$ cat src/hdl/brl_pkg.sv
// ----------------------------------------------------------------------------
// brl_pkg
// shared constants for the line rasterizer and its channel interfaces
// ----------------------------------------------------------------------------
package brl_pkg;

	// packed pixel color width
	localparam int COLOR_BITS = 32;

endpackage

$ cat src/hdl/brl_req_if.sv
// ----------------------------------------------------------------------------
// brl_req_if
// line request channel: start flag, two endpoints and the line color
// ----------------------------------------------------------------------------
interface brl_req_if #(
	parameter int COORD_BITS = 12
) ();
	import brl_pkg::*;

	logic                  valid;
	logic                  ready;
	logic                  start_req;
	logic [COORD_BITS-1:0] x_start;
	logic [COORD_BITS-1:0] y_start;
	logic [COORD_BITS-1:0] x_end;
	logic [COORD_BITS-1:0] y_end;
	logic [COLOR_BITS-1:0] line_color;

	modport source (
		output valid, start_req, x_start, y_start, x_end, y_end, line_color,
		input  ready
	);

	modport sink (
		input  valid, start_req, x_start, y_start, x_end, y_end, line_color,
		output ready
	);

endinterface

$ cat src/hdl/brl_pix_if.sv
// ----------------------------------------------------------------------------
// brl_pix_if
// pixel channel: coordinates, color and end-of-line flag
// ----------------------------------------------------------------------------
interface brl_pix_if #(
	parameter int COORD_BITS = 12
) ();
	import brl_pkg::*;

	logic                  valid;
	logic                  ready;
	logic [COORD_BITS-1:0] pixel_x;
	logic [COORD_BITS-1:0] pixel_y;
	logic [COLOR_BITS-1:0] pixel_color;
	logic                  last_pixel;

	modport source (
		output valid, pixel_x, pixel_y, pixel_color, last_pixel,
		input  ready
	);

	modport sink (
		input  valid, pixel_x, pixel_y, pixel_color, last_pixel,
		output ready
	);

endinterface

$ cat src/hdl/bresenham_line_rasterizer.sv
// ----------------------------------------------------------------------------
// bresenham_line_rasterizer
// tick-paced line pixel generator, at most one pixel per accepted request
// ----------------------------------------------------------------------------
//
//  channel  dir  payload                                       meaning
//  -------  ---  --------------------------------------------  ----------------
//  req      in   start_req, x_start, y_start, x_end, y_end,    one tick; start
//                line_color                                    loads a new line
//  pix      out  pixel_x, pixel_y, pixel_color, last_pixel     one pixel
//
//  a request enters the s1 register, then one add, compare and subtract on
//  the error term produce a pixel into the output register; one request per
//  cycle is sustained while pix is not stalled; a start is ignored while busy
//  arst_n clears the line state to idle and empties both registers
//  a stalled pix channel holds the request in s1; requests that emit no
//  pixel (idle, no start) drain from s1 even while pix is stalled
//
module bresenham_line_rasterizer #(
	parameter int COORD_BITS = 12
) (
	input  logic      clk,
	input  logic      arst_n,
	brl_req_if.sink   req,
	brl_pix_if.source pix
);
	import brl_pkg::*;

	localparam int CB  = COORD_BITS;
	localparam int EB  = CB + 3;   // signed error term
	localparam int IB  = CB + 1;   // twice the minor delta

	// ------------------------------------------------------------------
	// line setup, computed from the request fields on their way into s1
	// ------------------------------------------------------------------
	logic [CB-1:0] dx_abs, dy_abs;
	logic          setup_steep;
	logic [CB-1:0] a0, b0, a1, b1;
	logic          setup_swap;
	logic [CB-1:0] setup_major, setup_minor, setup_stop;
	logic          setup_down;
	logic [CB-1:0] setup_delta;
	logic [IB-1:0] setup_inc;

	always_comb begin
		dx_abs      = (req.x_start >= req.x_end) ? req.x_start - req.x_end
		                                         : req.x_end - req.x_start;
		dy_abs      = (req.y_start >= req.y_end) ? req.y_start - req.y_end
		                                         : req.y_end - req.y_start;
		// ties stay shallow
		setup_steep = dx_abs < dy_abs;
		a0          = setup_steep ? req.y_start : req.x_start;
		b0          = setup_steep ? req.x_start : req.y_start;
		a1          = setup_steep ? req.y_end   : req.x_end;
		b1          = setup_steep ? req.x_end   : req.y_end;
		// order the endpoints so the major axis counts upward
		setup_swap  = a0 > a1;
		setup_major = setup_swap ? a1 : a0;
		setup_minor = setup_swap ? b1 : b0;
		setup_stop  = setup_swap ? a0 : a1;
		setup_down  = setup_swap ? (b0 < b1) : (b1 < b0);
		setup_delta = setup_stop - setup_major;
		setup_inc   = {(setup_steep ? dx_abs : dy_abs), 1'b0};
	end

	// ------------------------------------------------------------------
	// s1: accepted request
	// ------------------------------------------------------------------
	logic                  valid_s1;
	logic                  start_s1;
	logic                  steep_s1;
	logic [CB-1:0]         major_s1, minor_s1, stop_s1, delta_s1;
	logic                  down_s1;
	logic [IB-1:0]         inc_s1;
	logic [COLOR_BITS-1:0] color_s1;

	// line state
	logic                  busy_q;
	logic                  steep_q;
	logic [CB-1:0]         major_q, minor_q, stop_q, delta_q;
	logic                  down_q;
	logic signed [EB-1:0]  err_q;
	logic [IB-1:0]         inc_q;
	logic [COLOR_BITS-1:0] color_q;

	// output register
	logic                  pix_valid_q;
	logic [CB-1:0]         pix_x_q, pix_y_q;
	logic [COLOR_BITS-1:0] pix_color_q;
	logic                  pix_last_q;

	logic load, emit, out_free, advance, req_take;

	assign load     = valid_s1 && start_s1 && !busy_q;
	assign emit     = busy_q || (start_s1 && valid_s1);
	assign out_free = !pix_valid_q || pix.ready;
	// a request that emits nothing never waits on the pixel side
	assign advance  = valid_s1 && (out_free || !emit);
	assign req.ready = !valid_s1 || advance;
	assign req_take = req.valid && req.ready;

	// ------------------------------------------------------------------
	// one Bresenham step on the selected line state
	// ------------------------------------------------------------------
	logic                  cur_steep, cur_down, cur_last, cur_step;
	logic [CB-1:0]         cur_major, cur_minor, cur_stop, cur_delta;
	logic [IB-1:0]         cur_inc;
	logic signed [EB-1:0]  cur_err, err_sum, err_next;
	logic [COLOR_BITS-1:0] cur_color;
	logic [CB-1:0]         minor_next;

	always_comb begin
		cur_steep  = load ? steep_s1 : steep_q;
		cur_major  = load ? major_s1 : major_q;
		cur_minor  = load ? minor_s1 : minor_q;
		cur_stop   = load ? stop_s1  : stop_q;
		cur_down   = load ? down_s1  : down_q;
		cur_delta  = load ? delta_s1 : delta_q;
		cur_inc    = load ? inc_s1   : inc_q;
		cur_err    = load ? '0       : err_q;
		cur_color  = load ? color_s1 : color_q;
		cur_last   = cur_major == cur_stop;
		err_sum    = cur_err + $signed({2'b00, cur_inc});
		cur_step   = err_sum > $signed({3'b000, cur_delta});
		err_next   = cur_step ? err_sum - $signed({2'b00, cur_delta, 1'b0}) : err_sum;
		minor_next = cur_down ? cur_minor - 1'b1 : cur_minor + 1'b1;
	end

	// request register
	always_ff @(posedge clk or negedge arst_n) begin
		if (!arst_n) begin
			valid_s1 <= 1'b0;
		end else if (req.ready) begin
			valid_s1 <= req.valid;
		end
	end

	always_ff @(posedge clk) begin
		if (req_take) begin
			start_s1 <= req.start_req;
			steep_s1 <= setup_steep;
			major_s1 <= setup_major;
			minor_s1 <= setup_minor;
			stop_s1  <= setup_stop;
			down_s1  <= setup_down;
			delta_s1 <= setup_delta;
			inc_s1   <= setup_inc;
			color_s1 <= req.line_color;
		end
	end

	// line state: updated once per emitted pixel
	always_ff @(posedge clk or negedge arst_n) begin
		if (!arst_n) begin
			busy_q  <= 1'b0;
			steep_q <= 1'b0;
			major_q <= '0;
			minor_q <= '0;
			stop_q  <= '0;
			down_q  <= 1'b0;
			delta_q <= '0;
			inc_q   <= '0;
			err_q   <= '0;
			color_q <= '0;
		end else if (advance && emit) begin
			busy_q  <= !cur_last;
			steep_q <= cur_steep;
			major_q <= cur_major + 1'b1;
			minor_q <= cur_step ? minor_next : cur_minor;
			stop_q  <= cur_stop;
			down_q  <= cur_down;
			delta_q <= cur_delta;
			inc_q   <= cur_inc;
			err_q   <= err_next;
			color_q <= cur_color;
		end
	end

	// pixel output register
	always_ff @(posedge clk or negedge arst_n) begin
		if (!arst_n) begin
			pix_valid_q <= 1'b0;
		end else if (advance && emit) begin
			pix_valid_q <= 1'b1;
		end else if (pix.ready) begin
			pix_valid_q <= 1'b0;
		end
	end

	always_ff @(posedge clk) begin
		if (advance && emit) begin
			// steep lines swap back to (x, y)
			pix_x_q     <= cur_steep ? cur_minor : cur_major;
			pix_y_q     <= cur_steep ? cur_major : cur_minor;
			pix_color_q <= cur_color;
			pix_last_q  <= cur_last;
		end
	end

	assign pix.valid       = pix_valid_q;
	assign pix.pixel_x     = pix_x_q;
	assign pix.pixel_y     = pix_y_q;
	assign pix.pixel_color = pix_color_q;
	assign pix.last_pixel  = pix_last_q;

endmodule
$ cat src/flat_wrapper.sv
// flat-port wrapper written by rule: the top's interface ports become plain ports
module bresenham_line_rasterizer_flat import brl_pkg::*;
#(
	parameter int COORD_BITS = 12
)
  (clk, arst_n, req_valid, req_start_req, req_x_start, req_y_start, req_x_end, req_y_end, req_line_color, req_ready, pix_valid, pix_pixel_x, pix_pixel_y, pix_pixel_color, pix_last_pixel, pix_ready);
  brl_req_if #(.COORD_BITS(COORD_BITS)) req_i ();
  brl_pix_if #(.COORD_BITS(COORD_BITS)) pix_i ();
  input  logic clk;
  input  logic arst_n;
  input wire logic [$bits(req_i.valid)-1:0] req_valid;
  input wire logic [$bits(req_i.start_req)-1:0] req_start_req;
  input wire logic [$bits(req_i.x_start)-1:0] req_x_start;
  input wire logic [$bits(req_i.y_start)-1:0] req_y_start;
  input wire logic [$bits(req_i.x_end)-1:0] req_x_end;
  input wire logic [$bits(req_i.y_end)-1:0] req_y_end;
  input wire logic [$bits(req_i.line_color)-1:0] req_line_color;
  output wire logic [$bits(req_i.ready)-1:0] req_ready;
  output wire logic [$bits(pix_i.valid)-1:0] pix_valid;
  output wire logic [$bits(pix_i.pixel_x)-1:0] pix_pixel_x;
  output wire logic [$bits(pix_i.pixel_y)-1:0] pix_pixel_y;
  output wire logic [$bits(pix_i.pixel_color)-1:0] pix_pixel_color;
  output wire logic [$bits(pix_i.last_pixel)-1:0] pix_last_pixel;
  input wire logic [$bits(pix_i.ready)-1:0] pix_ready;
  assign req_i.valid = req_valid;
  assign req_i.start_req = req_start_req;
  assign req_i.x_start = req_x_start;
  assign req_i.y_start = req_y_start;
  assign req_i.x_end = req_x_end;
  assign req_i.y_end = req_y_end;
  assign req_i.line_color = req_line_color;
  assign req_ready = req_i.ready;
  assign pix_valid = pix_i.valid;
  assign pix_pixel_x = pix_i.pixel_x;
  assign pix_pixel_y = pix_i.pixel_y;
  assign pix_pixel_color = pix_i.pixel_color;
  assign pix_last_pixel = pix_i.last_pixel;
  assign pix_i.ready = pix_ready;
  bresenham_line_rasterizer #(.COORD_BITS(COORD_BITS)) u_core (.clk(clk), .arst_n(arst_n), .req(req_i), .pix(pix_i));
endmodule
$ cat config.mk
export PLATFORM = sky130hd
export DESIGN_NAME = bresenham_line_rasterizer_flat
export DESIGN_NICKNAME = d
export VERILOG_FILES = /design/src/hdl/brl_pkg.sv /design/src/hdl/brl_req_if.sv /design/src/hdl/brl_pix_if.sv /design/src/hdl/bresenham_line_rasterizer.sv /design/src/flat_wrapper.sv
export SDC_FILE = /design/constraint.sdc
export NUM_CORES = 1
export LEC_CHECK = 0
export BUFFER_PORTS_ARGS = -buffer_cell sky130_fd_sc_hd__buf_2
export CORE_MARGIN = 2
export CORE_UTILIZATION = 30
export CTS_CLUSTER_DIAMETER = 150
export DETAILED_ROUTE_END_ITERATION = 10
export GPL_TIMING_DRIVEN = 0
export SYNTH_ARGS = -nofsm -noshare
export SYNTH_HDL_FRONTEND = slang
export SYNTH_SLANG_ARGS = --single-unit
$ cat constraint.sdc
create_clock -name clk -period 6.6 [get_ports clk]
set_input_delay 0.66 -clock clk [delete_from_list [all_inputs] [get_ports clk]]
set_output_delay 0.66 -clock clk [all_outputs]
set_load 0.01 [all_outputs]
Word-level counts from Yosys, hierarchy flattened
Index checks and enable logic that the tools add are counted. W data, S select, Z words.

Word-level logic and storage cells: 85. Bits in registers: 265. Input bits: 85. Output and inout port bits: 59.

Reduce and logical (&&, ||, !) cells: 15. Muxes and demuxes: 27. Add/subtract/negate cells: 10. $lt $le $gt $ge: 7. Equality and inequality tests: 1.

Operator list (number): $mux W12 (18); $sub A12 B12 Y12 (5); $lt A12 B12 Y1 (3); $mux W32 (1); $mux W15 (2); $add A12 B1 Y12 const B (2); $ge A12 B12 Y1 (2); $add A15 B14 Y15 (1); $gt A15 B13 Y1 (1); $sub A15 B14 Y15 (1); $mux W13 (1); $eq A12 B12 Y1 (1); $gt A12 B12 Y1 (1); $sub A12 B1 Y12 const B (1); $logic_and A1 B1 Y1 (5); $logic_not A1 Y1 (5); $mux W1 (5); $logic_or A1 B1 Y1 (4); $reduce_bool A2 Y1 (1).

Depth between registers and ports, before layout
Gate-level depths: netlist of run 1.

Depth after elaboration: 7. Depth in mapped cells: 44. Depth with buffers taken out: 38.

Worst setup path before layout of run 1
Ideal clock, no wire load.

Path type: input port to flip-flop. Start point: input req_x_start[0]. End point: register u_core.delta_s1[8], data pin. Arrival time: 8.919 ns. Stages: 43. Data required time: 6.338 ns. Setup slack: -2.581 ns. Cell sequence: inv_1 -> ha_1 -> inv_1 -> fa_1 -> a21oi_1 -> o21bai_1 -> a21o_1 -> a21oi_1 -> a21oi_1 -> o21a_1 -> nor2_1 -> o311ai_0 -> a31o_2 -> o31a_1 -> ha_1 -> o21ai_1 -> o41a_2 -> nand2_2 -> (+7 left out) -> ha_1 -> clkbuf_1 -> nand2_1 -> a21oi_1 -> o211ai_1 -> and3_1 -> mux2_2 -> nor2_2 -> clkbuf_1 -> mux2i_1 -> nand2b_1 -> ha_1 -> nor3_1 -> mux2_2 -> o22ai_1 -> a311oi_2 -> o21ai_1 -> xor2_1.

Word-level cells in the longest chain between the ends: 7. Elaborated cells between the ends (all ways): 11. Those cells by class: 3 x add/sub; 3 x order compare; 5 x mux.

RTL lines: start: declaration (line flat_wrapper.sv:13) `input wire logic [$bits(req_i.x_start)-1:0] req_x_start;`; $sub A12 B12 Y12 (tied with other cells) (line bresenham_line_rasterizer.sv:47) `: req.x_end - req.x_start;`; $mux W12 (line bresenham_line_rasterizer.sv:46) `dx_abs = (req.x_start >= req.x_end) ? req.x_start - req.x_end`; $lt A12 B12 Y1 (line bresenham_line_rasterizer.sv:51) `setup_steep = dx_abs < dy_abs;`; $mux W12 (on tied branches) (line bresenham_line_rasterizer.sv:52, bresenham_line_rasterizer.sv:54); $gt A12 B12 Y1 (line bresenham_line_rasterizer.sv:57) `setup_swap = a0 > a1;`; $mux W12 (*) (line bresenham_line_rasterizer.sv:58) `setup_major = setup_swap ? a1 : a0;`; via u_core.setup_major[0] (line bresenham_line_rasterizer.sv:40) `logic [CB-1:0] setup_major, setup_minor, setup_stop;`; $sub A12 B12 Y12 (*) (line bresenham_line_rasterizer.sv:62) `setup_delta = setup_stop - setup_major;`; via u_core.setup_delta[8] (line bresenham_line_rasterizer.sv:42) `logic [CB-1:0] setup_delta;`; end signal: assignment (line bresenham_line_rasterizer.sv:146) `delta_s1 <= setup_delta;`; end: declaration (line bresenham_line_rasterizer.sv:72) `logic [CB-1:0] major_s1, minor_s1, stop_s1, delta_s1;`.

The timed path passes the listed nets; every way through them passes the cells marked *. A chain may end at the register's enable or synchronous reset.

Final worst setup path of run 1
Start point: input req_x_start[0]. End point: register u_core.delta_s1[10], data pin.

Same word-level chain as after synthesis.

==> results.py, run 1 <==
metrics = {
    "hold_path": {
        "hold_path_class": "primary input to async pin",
    },
    "final_layout": {
        "drive_above_1_share": 0.310,
        "nNetsFinal": 2411,
        "post-route-util": 0.409,
        "design_area_um2": 23700,
        "area_growth_pct": 34.0,
    },
    "outcome": {
        "violations": "negative setup slack",
        "status": "finished, violations left",
    },
    "synth": {
        "synth-main-ff-cell": "edfxtp_1",
        "yosysMostFrequentCell": "nand2_1",
        "synth_edf_count": 152,
        "synth_area_leader_cell": "edfxtp_1",
        "syn_nets": 2057,
        "ys_types": 81,
        "netlist_area_um2": 17700,
        "synth_common_cells": "264 x nand2_1, 152 x edfxtp_1, 140 x a21oi_1",
        "synthCells": 1837,
        "synthDominantCellAreaShare": 0.258,
        "ys_async_sr_fraction": 0.426,
        "syn-mean-instance-area_um2": 9.62,
        "yosys_warnings": 0,
        "ys_ff_latch": 265,
        "ys_seq_area_frac": 0.418,
        "ys_top_cells_by_area": "edfxtp_1 26%, dfrtp_1 16%, ha_1 9.1%",
    },
    "timing": {
        "layout_min_cycle_time_ps": 8100,
        "setup_viol": 48,
        "maxClockFrequency_ghz": 0.123,
        "setup_slack_ps": -1500,
        "fin_skew_ps": 15.3,
        "drv_slew": 0,
        "finalHoldViolations": 0,
        "period_share": 1.23,
        "rsz0062_at_grt": "yes",
        "fin_hold_ws_ps": 12.2,
        "relSlewSlack": 0.350,
        "tightest_slew_ps": 965,
    },
    "placement": {
        "dp_hpwl_mm": 42.8,
        "portBuffers": 143,
        "finalWeightedCongestion": 0.968,
        "placed_area_um2": 19800,
    },
    "clock_network": {
        "cts_buffers": 29,
        "clk_latency_ps": 540,
        "clkTransAtPathRegs_ps": 60,
        "cts.root.buffer_cell": "clkbuf_16",
        "tritoncts": "yes",
        "clockBufferDepth": 3,
        "ctsHtreeMaxLevel": 1,
        "cts.sinks": 265,
    },
    "floorplanning": {
        "coreArea_um2": 57900,
        "die_w_um": 247,
        "io_pins": 144,
        "dieArea_um2": 60900,
        "initial_core_util": 0.305,
        "rows": 88,
        "dieHeight_um": 247,
    },
    "setup_path": {
        "max_stage_delay_ps": 520,
        "cp-start-kind": "primary input",
        "cp_slowest_cell": "o41a_4",
        "end_kind": "register",
        "cp_data_required_time_ps": 6900,
        "crit_type": "primary input to register",
        "cp.arrival_ps": 8400,
        "critPathMaxFanout": 7,
    },
    "detailed_routing": {
        "vias": 15800,
        "viasPerCell": 5.29,
        "drtIter0Drc": 1565,
        "drtPass1Iterations": 5,
        "routed_wl_mm": 58.5,
        "drc": 0,
        "drt.antenna.violating_nets": 0,
        "wl_per_cell_um": 19.6,
    },
    "power_and_ir_drop": {
        "ir_drop_v": 0.000316,
        "powerDensity_nw_per_um2": 635,
        "total_power_mw": 15.0,
        "total_leakage_power_nw": 10.3,
    },
    "global_route": {
        "grt_usage": 0.187,
        "grt_max_degree": 80,
        "grt_pass1_wl_mm": 89.1,
        "antenna_found_initial": 3,
        "grt-ovfl-total": 0,
        "grt_pass1_vias": 15700,
    },
    "job": {
        "cap_violations": 0,
    },
}
## routing by layer
layer	routed length, µm	global-route usage
met5	24	0
met1	25600	0.249
met4	2030	0.0700
met2	27100	0.311
met3	3770	0.0201
## per-stage QoR
stage / instances / setup TNS (ps) / setup WS, ps
after floorplan: 1837 / -9410 / -1110
after CTS: 2972 / -23740 / -1380
after global placement: 2745 / -237790 / -3170
after detailed placement: 2750 / -140690 / -3310
after global routing: 2980 / -38520 / -1670
final: 2981 / -31870 / -1500
## final cells by class
| cell class | instances | area, µm² |
|---|---|---|
| fill | 5516 | 34200 |
| buffer | 68 | 529 |
| tap | 765 | 957 |
| sequential | 265 | 7390 |
| inverter | 110 | 439 |
| clock buffer | 38 | 841 |
| antenna | 2 | 5.00 |
| multi-input combinational | 1387 | 10900 |
| timing repair buffer | 330 | 2510 |
| clock inverter | 16 | 143 |
## flip-flops by register name, indices dropped and copies added, names as in the netlist, 13 cells and up
| signal | flops |
|---|---|
| u_core.color_q | 32 |
| u_core.color_s1 | 32 |
| u_core.pix.pixel_color | 32 |
| u_core.err_q | 15 |
| u_core.inc_q | 13 |
## cells by family (layout without fill, tap and decap cells)
kind of cell,Yosys count,in the layout,synth area share
AO/OA/AOI/OAI,444,444,0.162
XOR/XNOR,77,77,0.0382
adder cells (fa/ha/maj),135,135,0.0986
buffers and inverters,185,562,0.0411
flip-flops,265,265,0.418
multiplexers,157,157,0.0957
other,0,2,0
AND/OR/NAND/NOR,574,574,0.147
## repair_timing
action,in CTS,in global routing
setup endpoints to repair,75,76
pin swaps,68,79
gates resized for setup,189,150
hold buffers,0,0
setup buffers,168,41
cloned,3,3
## critical path, delay by kind of cell
family / cells / cell delay [ps]
AO/OA/AOI/OAI: 12 / 2350
AND/OR/NAND/NOR: 10 / 1430
buffers and inverters: 12 / 1320
adder cells (fa/ha/maj): 5 / 1310
multiplexers: 5 / 1190
XOR/XNOR: 1 / 120
## final timing paths
kind,start,end,slack [ps],cells past startpoint
min in group clk,req_line_color[31],u_core.color_s1[31],290,1
worst max-delay path,req_x_start[0],u_core.delta_s1[10],-1500,45
worst max register to register,u_core.start_s1,u_core.err_q[2],360,25
worst min register to register,u_core.err_q[0],u_core.err_q[0],480,2
max in group asynchronous,arst_n,u_core.inc_q[10],5840,2
worst min-delay path,arst_n,u_core.color_q[22],10,1
## power by group
part	switching (mW)	internal (mW)
logic	5.56	4.75
clock network	0.685	0.947
registers	0.415	2.68
total	6.66	8.38
## cell usage in the layout (no fill, tap or decap), types with 24 or more instances in the layout
cell,netlist,routed
nor2_1,118,88
xnor2_1,49,39
a21oi_2,1,39
ha_1,128,114
nand2_1,264,259
a21o_1,35,35
mux2i_1,86,75
inv_1,108,101
nor3_1,29,24
o21ai_0,93,78
buf_4,2,148
buf_2,2,140
dfrtp_1,113,113
mux2_2,64,62
a21oi_1,140,84
xor2_1,28,26
edfxtp_1,152,152
and2_1,28,28
buf_6,3,31
clkbuf_16,0,37
clkbuf_1,46,30
nand3_1,35,34
nor2_4,0,26
Power figures use the tool's default switching activity.
==> run 2, diff against run 1 <==
==> constraint.sdc (replaced) <==
create_clock -name clk -period 10.5 [get_ports clk]
set_input_delay 1.05 -clock clk [delete_from_list [all_inputs] [get_ports clk]]
set_output_delay 1.05 -clock clk [all_outputs]
set_load 0.01 [all_outputs]
==> results.py, run 2 (synthesized netlist as in run 1, its figures left out) <==
metrics = {
    "timing": {
        "maxClockFrequency_ghz": 0.100,
        "fin_hold_ws_ps": 346,
        "period_share": 0.949,
        "tightest_slew_ps": 923,
        "final.setup.tns_ps": 0,
        "layout_min_cycle_time_ps": 9960,
        "finalHoldViolations": 0,
        "setup_viol": 0,
        "rsz0062_at_grt": "no",
        "drv_slew": 0,
        "setup_slack_ps": 541,
        "fin_skew_ps": 13.3,
        "relSlewSlack": 0.367,
    },
    "clock_network": {
        "clockBufferDepth": 3,
        "clk_latency_ps": 550,
        "clkTransAtPathRegs_ps": 60,
        "cts.root.buffer_cell": "clkbuf_16",
        "cts.sinks": 265,
        "tritoncts": "yes",
        "cts_hold_buf": 0,
        "ctsHtreeMaxLevel": 1,
        "cts_buffers": 31,
    },
    "floorplanning": {
        "io_pins": 144,
        "rows": 88,
        "dieArea_um2": 60900,
        "initial_core_util": 0.305,
        "coreArea_um2": 57900,
        "dieHeight_um": 247,
        "die_w_um": 247,
    },
    "power_and_ir_drop": {
        "powerDensity_nw_per_um2": 378,
        "total_leakage_power_nw": 9.03,
        "ir_drop_v": 0.000221,
        "total_power_mw": 7.77,
    },
    "placement": {
        "placed_area_um2": 19500,
        "finalWeightedCongestion": 0.937,
        "post-place-cells": 2750,
        "dp_hpwl_mm": 41.8,
        "post-place-ws_ps": -1780,
        "portBuffers": 143,
    },
    "hold_path": {
        "hold_path_class": "primary input to async pin",
    },
    "final_layout": {
        "nNetsFinal": 2237,
        "post-route-util": 0.355,
        "final_common_cell": "nand2_1",
        "antenna_cells": 0,
        "instances_no_fill": 2806,
        "area_growth_pct": 16.3,
        "design_area_um2": 20600,
        "final_cell_mix": "264 x nand2_1, 152 x edfxtp_1, 146 x buf_2, 134 x a21oi_1, 126 x ha_1",
        "drive_above_1_share": 0.159,
    },
    "setup_path": {
        "cp_data_required_time_ps": 10790,
        "cp_slowest_cell": "o31ai_4",
        "crit_type": "primary input to register",
        "reg2reg_to": "u_core.err_q[5]",
        "cp.arrival_ps": 10250,
        "ff2ff_setup_slack_ps": 2270,
        "critPathMaxFanout": 10,
        "r2r_start": "u_core.valid_s1",
        "r2r_cells": 26,
        "cp-start-kind": "primary input",
        "end_kind": "register",
        "max_stage_delay_ps": 450,
    },
    "detailed_routing": {
        "drc": 0,
        "viasPerCell": 5.19,
        "drt.antenna.violating_nets": 0,
        "routed_wl_mm": 53.4,
        "wl_per_cell_um": 19.0,
        "vias": 14600,
        "drtPass1Iterations": 5,
        "drtIter0Drc": 1063,
    },
    "global_route": {
        "grt_usage": 0.173,
        "grt_pass1_vias": 14200,
        "grt-ovfl-total": 0,
        "grt_max_degree": 90,
        "grt_pass1_wl_mm": 82.0,
        "antenna_found_initial": 1,
    },
    "job": {
        "cap_violations": 0,
    },
    "outcome": {
        "status": "complete, no violations",
    },
}
run 2: report_power, final:
group          internal, mW  switching (mW)  total, mW  leakage (nW)
logic                  1.92            2.86       4.78          5.74
registers              1.68           0.264       1.95          2.82
clock network         0.611           0.431       1.04         0.481
run 2: per-layer routing:
metal,share of wire,GRT usage
met1,0.45,0.238
met2,0.45,0.279
met3,0.063,0.0247
met4,0.034,0.0569
met5,0.00013,0
run 2: how the worst max path moves through the flow:
| stage | start | end | slack [ps] | cells past startpoint |
|---|---|---|---|---|
| after floorplan | req_x_start[0] | u_core.delta_s1[8] | 930 | 43 |
| after global placement | req_y_start[0] | u_core.delta_s1[8] | -1840 | 45 |
| after detailed placement | req_x_start[0] | u_core.delta_s1[8] | -1780 | 44 |
| after CTS | req_y_start[0] | u_core.delta_s1[8] | 50 | 44 |
| after global routing | req_x_start[0] | u_core.delta_s1[10] | 20 | 42 |
| final | req_x_start[0] | u_core.delta_s1[10] | 540 | 42 |
run 2: area by class of cell:
cell class | instances | area [µm²]
Multi-Input combinational cell | 1387 | 9630
Clock inverter | 19 | 165
Tap cell | 765 | 957
Buffer | 73 | 328
Clock buffer | 38 | 832
Inverter | 110 | 413
Timing Repair Buffer | 149 | 837
Fill cell | 5921 | 37400
Sequential cell | 265 | 7390
run 2: repair_timing:
item,CTS,global route
endpoints found under the setup margin,12,4
resized for setup,16,19
cloned,0,0
buffers inserted,0,1
pin swaps,0,2
run 2: worst max-delay path, delay by kind of cell:
| family | cells | cell delay (ps) |
|---|---|---|
| compound gates | 15 | 2960 |
| simple gates | 8 | 1550 |
| mux | 5 | 1590 |
| xor+xnor | 1 | 190 |
| buf+inv | 8 | 1460 |
| fa+ha+maj | 5 | 1420 |
